--- config.mk ---
export PLATFORM = sky130hd
export DESIGN_NAME = brake_lamp_sequencer_unit_flat
export DESIGN_NICKNAME = d
export VERILOG_FILES = /design/src/hdl/bls_pkg.sv /design/src/hdl/bls_if.sv /design/src/hdl/brake_lamp_sequencer_unit.sv /design/src/hdl/bls_step.sv /design/src/flat_wrapper.sv
export SDC_FILE = /design/constraint.sdc
export NUM_CORES = 1
export LEC_CHECK = 0
export ABC_AREA = 1
export BUFFER_PORTS_ARGS = -buffer_cell sky130_fd_sc_hd__buf_2
export CAP_MARGIN = 20
export CORE_ASPECT_RATIO = 1.4
export CORE_MARGIN = 10
export CORE_UTILIZATION = 60
export DETAILED_ROUTE_END_ITERATION = 6
export MAX_ROUTING_LAYER = met4
export PLACE_DENSITY = 0.78
export SLEW_MARGIN = 20
export SYNTH_ARGS = -nofsm -noshare
export SYNTH_HDL_FRONTEND = slang
export SYNTH_SLANG_ARGS = --single-unit
--- constraint.sdc ---
create_clock -name clk -period 4 [get_ports clk]
set_input_delay 0.6 -clock clk [delete_from_list [all_inputs] [get_ports clk]]
set_output_delay 0.6 -clock clk [all_outputs]
set_load 0.03 [all_outputs]
--- src/hdl/bls_pkg.sv ---
// Shared types and constants for the brake lamp sequencer.
package bls_pkg;

	localparam int TIMER_WIDTH_DEF = 16;
	localparam int CFG_W           = 16;
	localparam int CFG_IDX_W       = 2;

	localparam logic [CFG_W-1:0] OFF_HOLD_RST   = 16'd4000;
	localparam logic [CFG_W-1:0] ANIM_FIRST_RST = 16'd200;
	localparam logic [CFG_W-1:0] ANIM_STEP_RST  = 16'd100;
	localparam logic [CFG_W-1:0] ALT_HALF_RST   = 16'd400;

	typedef enum logic [CFG_IDX_W-1:0] {
		REG_OFF_HOLD   = 2'd0,
		REG_ANIM_FIRST = 2'd1,
		REG_ANIM_STEP  = 2'd2,
		REG_ALT_HALF   = 2'd3
	} reg_idx_t;

	typedef enum logic [1:0] {
		MODE_OFF = 2'd0,
		MODE_ON  = 2'd1,
		MODE_ALT = 2'd2
	} lamp_mode_t;

	typedef enum logic [3:0] {
		PH_OFF    = 4'd0,
		PH_FIRST  = 4'd1,
		PH_STEP1  = 4'd2,
		PH_STEP2  = 4'd3,
		PH_STEP3  = 4'd4,
		PH_STEP4  = 4'd5,
		PH_STEADY = 4'd6,
		PH_ALT_R  = 4'd7,
		PH_ALT_L  = 4'd8
	} phase_t;

	localparam logic KIND_TICK    = 1'b0;
	localparam logic KIND_REQUEST = 1'b1;

	typedef struct packed {
		logic [CFG_W-1:0] off_hold;
		logic [CFG_W-1:0] anim_first;
		logic [CFG_W-1:0] anim_step;
		logic [CFG_W-1:0] alt_half;
	} cfg_t;

	typedef struct packed {
		lamp_mode_t mode;
		phase_t     phase;
	} ctrl_t;

endpackage

--- src/hdl/bls_if.sv ---
// Valid/ready channel interfaces for lamp requests and lamp results.
interface bls_item_if;
	logic       valid;
	logic       ready;
	logic       mode;
	logic [1:0] requested_state;

	modport source (output valid, output mode, output requested_state, input ready);
	modport sink (input valid, input mode, input requested_state, output ready);
endinterface

interface bls_lamp_if;
	logic valid;
	logic ready;
	logic left_lamp;
	logic right_lamp;

	modport source (output valid, output left_lamp, output right_lamp, input ready);
	modport sink (input valid, input left_lamp, input right_lamp, output ready);
endinterface

--- src/hdl/brake_lamp_sequencer_unit.sv ---
// Top level of the brake lamp sequencer: state, config and result register.
//
//   channel   dir   payload                    handshake
//   item      in    mode, requested_state      valid/ready
//   result    out   left_lamp, right_lamp      valid/ready
//   cfg       in    cfg_index, cfg_wdata       cfg_we, no back-pressure
//
// When a beat is taken, the step logic updates the mode, phase and both
// countdowns and loads the lamp pair into the result register.
// One beat per cycle is sustained while the result side takes a beat each cycle.
// A result waiting in the register still lets a beat in if it leaves that cycle.
// Reset clears mode and phase and loads the config defaults and the off hold.
module brake_lamp_sequencer_unit #(
	parameter int TIMER_WIDTH = bls_pkg::TIMER_WIDTH_DEF
) (
	input  logic                        clk,
	input  logic                        arst_n,
	bls_item_if.sink                    item,
	bls_lamp_if.source                  result,
	input  logic                        cfg_we,
	input  logic [bls_pkg::CFG_IDX_W-1:0] cfg_index,
	input  logic [bls_pkg::CFG_W-1:0]   cfg_wdata
);
	import bls_pkg::*;

	localparam logic [31:0] TMR_MAX32 = 32'((64'd1 << TIMER_WIDTH) - 64'd1);
	localparam logic [TIMER_WIDTH-1:0] HOLD_RST =
		(32'(OFF_HOLD_RST) > TMR_MAX32) ? TIMER_WIDTH'(TMR_MAX32)
		                                : TIMER_WIDTH'(OFF_HOLD_RST);

	cfg_t                   cfg_q;
	ctrl_t                  ctrl_q, ctrl_nxt;
	logic [TIMER_WIDTH-1:0] phase_cnt_q, phase_cnt_nxt;
	logic [TIMER_WIDTH-1:0] hold_cnt_q, hold_cnt_nxt;
	logic                   left_nxt, right_nxt;
	logic                   out_valid_q, left_q, right_q;
	logic                   accept;

	assign item.ready = !out_valid_q || result.ready;
	assign accept     = item.valid && item.ready;

	assign result.valid      = out_valid_q;
	assign result.left_lamp  = left_q;
	assign result.right_lamp = right_q;

	always_ff @(posedge clk or negedge arst_n) begin
		if (!arst_n) begin
			cfg_q.off_hold   <= OFF_HOLD_RST;
			cfg_q.anim_first <= ANIM_FIRST_RST;
			cfg_q.anim_step  <= ANIM_STEP_RST;
			cfg_q.alt_half   <= ALT_HALF_RST;
		end else if (cfg_we) begin
			case (reg_idx_t'(cfg_index))
				REG_OFF_HOLD:   cfg_q.off_hold   <= cfg_wdata;
				REG_ANIM_FIRST: cfg_q.anim_first <= cfg_wdata;
				REG_ANIM_STEP:  cfg_q.anim_step  <= cfg_wdata;
				REG_ALT_HALF:   cfg_q.alt_half   <= cfg_wdata;
				default: ;
			endcase
		end
	end

	bls_step #(
		.TIMER_WIDTH(TIMER_WIDTH)
	) u_step (
		.ctrl          (ctrl_q),
		.phase_cnt     (phase_cnt_q),
		.hold_cnt      (hold_cnt_q),
		.cfg           (cfg_q),
		.kind          (item.mode),
		.req           (item.requested_state),
		.ctrl_nxt      (ctrl_nxt),
		.phase_cnt_nxt (phase_cnt_nxt),
		.hold_cnt_nxt  (hold_cnt_nxt),
		.left_nxt      (left_nxt),
		.right_nxt     (right_nxt)
	);

	always_ff @(posedge clk or negedge arst_n) begin
		if (!arst_n) begin
			ctrl_q.mode  <= MODE_OFF;
			ctrl_q.phase <= PH_OFF;
			phase_cnt_q  <= '0;
			hold_cnt_q   <= HOLD_RST;
			out_valid_q  <= 1'b0;
		end else begin
			if (accept) begin
				ctrl_q      <= ctrl_nxt;
				phase_cnt_q <= phase_cnt_nxt;
				hold_cnt_q  <= hold_cnt_nxt;
				out_valid_q <= 1'b1;
			end else if (result.ready) begin
				// drop the beat once taken
				out_valid_q <= 1'b0;
			end
		end
	end

	always_ff @(posedge clk) begin
		if (accept) begin
			left_q  <= left_nxt;
			right_q <= right_nxt;
		end
	end

endmodule

--- src/hdl/bls_step.sv ---
// Next-state and lamp decode logic for one request or tick beat.
module bls_step #(
	parameter int TIMER_WIDTH = bls_pkg::TIMER_WIDTH_DEF
) (
	input  bls_pkg::ctrl_t           ctrl,
	input  logic [TIMER_WIDTH-1:0]   phase_cnt,
	input  logic [TIMER_WIDTH-1:0]   hold_cnt,
	input  bls_pkg::cfg_t            cfg,
	input  logic                     kind,
	input  logic [1:0]               req,
	output bls_pkg::ctrl_t           ctrl_nxt,
	output logic [TIMER_WIDTH-1:0]   phase_cnt_nxt,
	output logic [TIMER_WIDTH-1:0]   hold_cnt_nxt,
	output logic                     left_nxt,
	output logic                     right_nxt
);
	import bls_pkg::*;

	localparam logic [31:0] TMR_MAX32 = 32'((64'd1 << TIMER_WIDTH) - 64'd1);

	function automatic logic [TIMER_WIDTH-1:0] clamp(input logic [CFG_W-1:0] v);
		logic [31:0] v32;
		v32 = 32'(v);
		if (v32 > TMR_MAX32)
			return TIMER_WIDTH'(TMR_MAX32);
		return TIMER_WIDTH'(v32);
	endfunction

	logic timed;

	always_comb begin
		ctrl_nxt      = ctrl;
		phase_cnt_nxt = phase_cnt;
		hold_cnt_nxt  = hold_cnt;
		timed = (ctrl.phase inside {[PH_FIRST:PH_STEP4], PH_ALT_R, PH_ALT_L});

		if (kind == KIND_TICK) begin
			if (hold_cnt != '0)
				hold_cnt_nxt = hold_cnt - 1'b1;
			if (timed) begin
				if (phase_cnt <= TIMER_WIDTH'(1)) begin
					// advance on the tick that expires the phase
					case (ctrl.phase)
						PH_FIRST: begin
							ctrl_nxt.phase = PH_STEP1;
							phase_cnt_nxt  = clamp(cfg.anim_step);
						end
						PH_STEP1: begin
							ctrl_nxt.phase = PH_STEP2;
							phase_cnt_nxt  = clamp(cfg.anim_step);
						end
						PH_STEP2: begin
							ctrl_nxt.phase = PH_STEP3;
							phase_cnt_nxt  = clamp(cfg.anim_step);
						end
						PH_STEP3: begin
							ctrl_nxt.phase = PH_STEP4;
							phase_cnt_nxt  = clamp(cfg.anim_step);
						end
						PH_STEP4: begin
							ctrl_nxt.phase = PH_STEADY;
							phase_cnt_nxt  = '0;
						end
						PH_ALT_R: begin
							ctrl_nxt.phase = PH_ALT_L;
							phase_cnt_nxt  = clamp(cfg.alt_half);
						end
						PH_ALT_L: begin
							ctrl_nxt.phase = PH_ALT_R;
							phase_cnt_nxt  = clamp(cfg.alt_half);
						end
						default: begin
							phase_cnt_nxt = '0;
						end
					endcase
				end else begin
					phase_cnt_nxt = phase_cnt - 1'b1;
				end
			end
		end else if (req <= MODE_ALT && req != ctrl.mode) begin
			// a new mode restarts its sequence; unknown codes drop
			ctrl_nxt.mode = lamp_mode_t'(req);
			case (lamp_mode_t'(req))
				MODE_OFF: begin
					ctrl_nxt.phase = PH_OFF;
					phase_cnt_nxt  = '0;
					hold_cnt_nxt   = clamp(cfg.off_hold);
				end
				MODE_ON: begin
					if (hold_cnt == '0) begin
						ctrl_nxt.phase = PH_FIRST;
						phase_cnt_nxt  = clamp(cfg.anim_first);
					end else begin
						ctrl_nxt.phase = PH_STEADY;
						phase_cnt_nxt  = '0;
					end
				end
				default: begin
					ctrl_nxt.phase = PH_ALT_R;
					phase_cnt_nxt  = clamp(cfg.alt_half);
				end
			endcase
		end

		case (ctrl_nxt.phase)
			PH_FIRST, PH_STEADY: begin
				left_nxt  = 1'b1;
				right_nxt = 1'b1;
			end
			PH_STEP1, PH_STEP3, PH_ALT_R: begin
				left_nxt  = 1'b0;
				right_nxt = 1'b1;
			end
			PH_STEP2, PH_STEP4, PH_ALT_L: begin
				left_nxt  = 1'b1;
				right_nxt = 1'b0;
			end
			default: begin
				left_nxt  = 1'b0;
				right_nxt = 1'b0;
			end
		endcase
	end

endmodule

--- src/flat_wrapper.sv ---
// flat-port wrapper written by rule: the top's interface ports become plain ports
module brake_lamp_sequencer_unit_flat import bls_pkg::*;
#(
	parameter int TIMER_WIDTH = bls_pkg::TIMER_WIDTH_DEF
)
  (clk, arst_n, cfg_we, cfg_index, cfg_wdata, item_valid, item_mode, item_requested_state, item_ready, result_valid, result_left_lamp, result_right_lamp, result_ready);
  bls_item_if item_i ();
  bls_lamp_if result_i ();
  input  logic clk;
  input  logic arst_n;
  input  logic cfg_we;
  input  logic [bls_pkg::CFG_IDX_W-1:0] cfg_index;
  input  logic [bls_pkg::CFG_W-1:0] cfg_wdata;
  input wire logic [$bits(item_i.valid)-1:0] item_valid;
  input wire logic [$bits(item_i.mode)-1:0] item_mode;
  input wire logic [$bits(item_i.requested_state)-1:0] item_requested_state;
  output wire logic [$bits(item_i.ready)-1:0] item_ready;
  output wire logic [$bits(result_i.valid)-1:0] result_valid;
  output wire logic [$bits(result_i.left_lamp)-1:0] result_left_lamp;
  output wire logic [$bits(result_i.right_lamp)-1:0] result_right_lamp;
  input wire logic [$bits(result_i.ready)-1:0] result_ready;
  assign item_i.valid = item_valid;
  assign item_i.mode = item_mode;
  assign item_i.requested_state = item_requested_state;
  assign item_ready = item_i.ready;
  assign result_valid = result_i.valid;
  assign result_left_lamp = result_i.left_lamp;
  assign result_right_lamp = result_i.right_lamp;
  assign result_i.ready = result_ready;
  brake_lamp_sequencer_unit #(.TIMER_WIDTH(TIMER_WIDTH)) u_core (.clk(clk), .arst_n(arst_n), .item(item_i), .result(result_i), .cfg_we(cfg_we), .cfg_index(cfg_index), .cfg_wdata(cfg_wdata));
endmodule
# --- Word level (Yosys, flattened, before mapping) ---
# Memory sizes are Yosys's and may differ from the RTL's. A register that Yosys moved wholly into a read port is not among the register bits.
# Cells that the tools add are included.
totals:
  word_cells: 72
  mem_bits_ro: 32
  memories: 1
  out_inout_bits: 4
  register_bits: 103
  input_bits: 26
memory_table:
  columns: ["memory", "depth", "word_bits", "rd", "rd_clocked_by_memory_dff", "wr", "line", "source"]
  rows:
  - ["(no name shown)", 16, 2, 1, 1, 0, "bls_step.sv:105", "case (ctrl_nxt.phase)"]
classes:
  eq_ne: 14
  mux: 20
  n_reduce_logical: 22
  magnitude_cmp: 4
  n_addsub: 2
ops:
  columns: ["operator", "count"]
  rows:
  - ["$mux 16", 9]
  - ["$pmux 16 s2", 2]
  - ["$sub 16x1->16 const B", 2]
  - ["$pmux 4 s7", 1]
  - ["$le 16x1->1 const B", 1]
  - ["$logic_not 16->1", 1]
  - ["$mux 4", 4]
  - ["$reduce_bool 16->1", 1]
  - ["$eq 4x3->1 const B", 3]
  - ["$eq 4x2->1 const B", 2]
  - ["$reduce_and 2->1", 4]
  - ["$pmux 3 s2", 1]
  - ["$reduce_and 3->1", 2]
  - ["$reduce_bool 2->1", 3]
  - ["$eq 2x1->1 const B", 2]
  - ["$eq 2x2->1 const B", 2]
  - ["$eq 4x1->1 const B", 1]
  - ["$eq 4x4->1 const B", 1]
  - ["$ge 4x1->1 const B", 1]
  - ["$le 4x3->1 const B", 1]
  - ["$logic_not 2->1", 2]
  - ["$ne 2x1->1 const B", 2]
  - ["$reduce_and 4->1", 1]
  - ["$reduce_or 4->1", 1]
  - ["9 further kinds", 12]

# --- Depth between registers and ports, before layout ---
depth:
  depth_word: 6
  depth_mapped: 16
  mapped_depth_nobuf: 16

# --- Cells and area by module ---
# A second synthesis with hierarchy kept.
unflattened:
  hier_cells: 954
  area_unflattened_um2: 6752.7
by_module_without_submodules:
  columns: ["module", "seq_area_each_um2", "n_inst", "area_each_um2", "cells_per_inst"]
  rows:
  - ["brake_lamp_sequencer_unit", 2663.8, 1, 4331.7, 454]
  - ["bls_step", 0.0, 1, 2421.1, 500]

# --- Worst setup path after synthesis ---
# Ideal clock, no wire load.
synth_path:
  path_kind: "reg2reg"
  startpoint: "register u_core.phase_cnt_q[0]"
  endpoint: "register u_core.left_q (netlist: u_core.result.left_lamp), data pin"
  arrival_ns: 1.892
  path_buffers: 0
  required_ns: 3.748
  path_stages_with_launch: 17
  setup_ns: 0.252
  path_slack_ns: 1.855
  period_less_slack_ns: 2.145
  cell_sequence: "dfrtp_1 > inv_1 > ha_1 > nand2_2 > nor2_2 > nand2_1 > nand2_4 > nand2_1 > nand2_1 > nand2_1 > nand2_2 > inv_1 > ha_1 > nand3_1 > nand2_1 > nand2_1 > nand2_1"
synth_rtl:
  columns: ["item", "line", "source"]
  rows:
  - ["from (decl)", "brake_lamp_sequencer_unit.sv:33", "logic [TIMER_WIDTH-1:0] phase_cnt_q, phase_cnt_nxt;"]
  - ["from (signal assigned)", "brake_lamp_sequencer_unit.sv:89", "phase_cnt_q <= phase_cnt_nxt;"]
  - ["to (decl)", "brake_lamp_sequencer_unit.sv:36", "logic out_valid_q, left_q, right_q;"]

==> flow_summary.toml <==
[run_status]
status = "finished clean"

[yosys]
ys_seq_elements = 105
synth.largest_area_cell = "dfrtp_1"
syn-cell-area_um2 = 5910
synth_cell_types = 41
yosysWarnings = 0
ys_seq_area_share_pct = 45.1
netlist_instances = 780
yosysTopAreaCellShare_pct = 34.7
syn-mean-instance-area_um2 = 7.58
synthTopCellsByArea = "dfrtp_1 35%, nand2_1 13%, dfstp_2 9.3%, o21ai_0 9.1%, nand3_1 5.3%"
syn_nets = 811

[finish]
layout.cells.non_filler = 931
post-route-util_pct = 66.9
final_cell_mix = "209 x nand2_1, 108 x o21ai_0, 82 x dfrtp_1"
diodes = 0
nNetsFinal = 825
syn2layout_area_growth_pct = 8.32
final_common_cell = "nand2_1"
drive_gt1_share_pct = 14.5
fill_cells = 826
final_cell_area_um2 = 6400

[route]
drt_first_pass_iters = 5
routed_wl_um = 15500
wire_per_inst_um = 16.7
dr.first_iter.drc_count = 474
viasPerCell = 5.76
ant_nets = 0
via_count = 5365
remaining_drc_errors = 0

[global_route]
antenna_found_initial = 0
grt_pass1_wl_um = 26000
grt-ovfl-total = 0
track_usage_pct = 22.8
grt_pass1_vias = 5244
grt_start_max_net_pins = 80

[floorplan]
core-area_um2 = 9560
die_area_um2 = 14300
io_pins = 30
start_util_pct = 61.8
core.rowCount = 42
die_y_um = 137
die_width_um = 104

[clock_network]
cts_buffers = 9
clock_sinks = 105
htreeDepth = 3
cts_setup_buffers = 0
path_clk_slew_ps = 70
ctsHoldBuffers = 0
cts_resized = 0
clk_latency_ps = 340
tritoncts = "done"
clockRootBuffer = "clkbuf_16"
cts_buffer_depth = 2

[critical_path]
reg2regPathDepth = 16
path_class = "reg -> reg"
critPathArrivalTime_ps = 2630
r2r_start = "u_core.phase_cnt_q[0]"
cp_max_fo = 17
cp-start-kind = "register"
reg2reg_to = "u_core.result.left_lamp"
rrSetupSlack_ps = 1470
worstSetupEndpointType = "register"
cp.required_ps = 4110

[power]
p_total_mw = 3.94
p_per_area_nw_per_um2 = 616
ir_drop_uv = 406
p_leak_nw = 3.02

[sta]
fin_ws_ps = 1470
finalMaxSlewViolations = 0
fin_crit_sh_pct = 63.2
fmax_mhz = 396
fin_skew_ps = 5.55
grt_setup_unrepaired = "false"
relSlewSlack_pct = 32.9
tightestPinTransition_ps = 1010
period_minus_slack_ps = 2530
whs_ps = 394
finalHoldViolations = 0
finalSetupTns_ps = 0
setup_viol = 0

[worst_hold_path]
hold_path_class = "in -> async"

[place]
gp_congestion = 1.01
postPlaceCellArea_um2 = 6090
portBuffers = 29
placedCellCount = 915
hpwl_um = 10900
place_ws_ps = 1310

[job]
maxCapViolCount = 0
[routing by layer]
layer,up-vias,routed length [um],track usage [%]
li1,2579,-,-
met1,2547,6580,27.8
met2,190,7310,35.6
met3,49,764,3.13
met4,0,880,14.2
met5,-,0,-
[area by class of cell]
class,count,area [um^2],area share (%)
Timing Repair Buffer,33,178,2.78
Clock buffer,9,225,3.52
Clock inverter,7,77.6,1.21
Inverter,87,327,5.10
Sequential cell,105,2660,41.6
Multi-Input combinational cell,558,2770,43.2
Tap cell,132,165,2.58
[critical path, stage by stage (launching register included)]
cell and delay (ps):
dfrtp_1 400, inv_1 120, ha_1 280, nand2_2 110, nor2_2 160, nand2_1 120
nand2_4 200, nand2_1 70, nand2_1 60, nand2_1 60, nand2_2 120, inv_1 50
ha_1 300, nand3_1 80, nand2_1 50, nand2_1 50, nand2_1 40
[power breakdown]
part / switching [mW] / internal [mW]
clock: 0.414 / 0.494
combinational: 0.944 / 0.474
sequential: 0.235 / 1.38
[synthesized netlist by cell type, drive strengths merged]
cell type and count:
a21oi 16, a31o 1, a31oi 4, a32oi 1
and2 1, and3 1, buf 14, clkbuf 16
clkinv 1, dfrtp 82, dfstp 21, edfxtp 2
ha 5, inv 86, nand2 217, nand3 66
nand4 5, nor2 71, nor3 2, o211ai 19
o21ai 131, o221ai 2, o22ai 3, or2 2
xnor2 3, xor2 8
[cells by family (layout without fill, tap and decap cells)]
| group | Yosys count | count (layout) | synth area share (%) |
|---|---|---|---|
| fa+ha+maj | 5 | 5 | 1.06 |
| compound gates | 177 | 177 | 17.2 |
| simple gates | 365 | 365 | 26.8 |
| xor+xnor | 11 | 11 | 1.63 |
| flops | 105 | 105 | 45.1 |
| buf+inv | 117 | 136 | 8.30 |
[worst max-delay path by stage]
stage | from | end | slack [ps]
3_5_place_dp | item_requested_state[0] | u_core.result.left_lamp | 1310
6_report | u_core.phase_cnt_q[0] | u_core.result.left_lamp | 1470
4_1_cts | u_core.phase_cnt_q[0] | u_core.result.left_lamp | 1480
5_1_grt | u_core.phase_cnt_q[0] | u_core.result.left_lamp | 1250
3_3_place_gp | item_requested_state[0] | u_core.result.left_lamp | 1410
2_1_floorplan | u_core.phase_cnt_q[0] | u_core.result.left_lamp | 1860
[state kept, by name, summed over array words and instances (netlist names)]
name,cells
u_core.cfg_q,64
u_core.hold_cnt_q,16
u_core.phase_cnt_q,16
u_core.ctrl_q,6
u_core.result.left_lamp,1
u_core.result.right_lamp,1
u_core.result.valid,1
(Power assumes the default switching activity.)
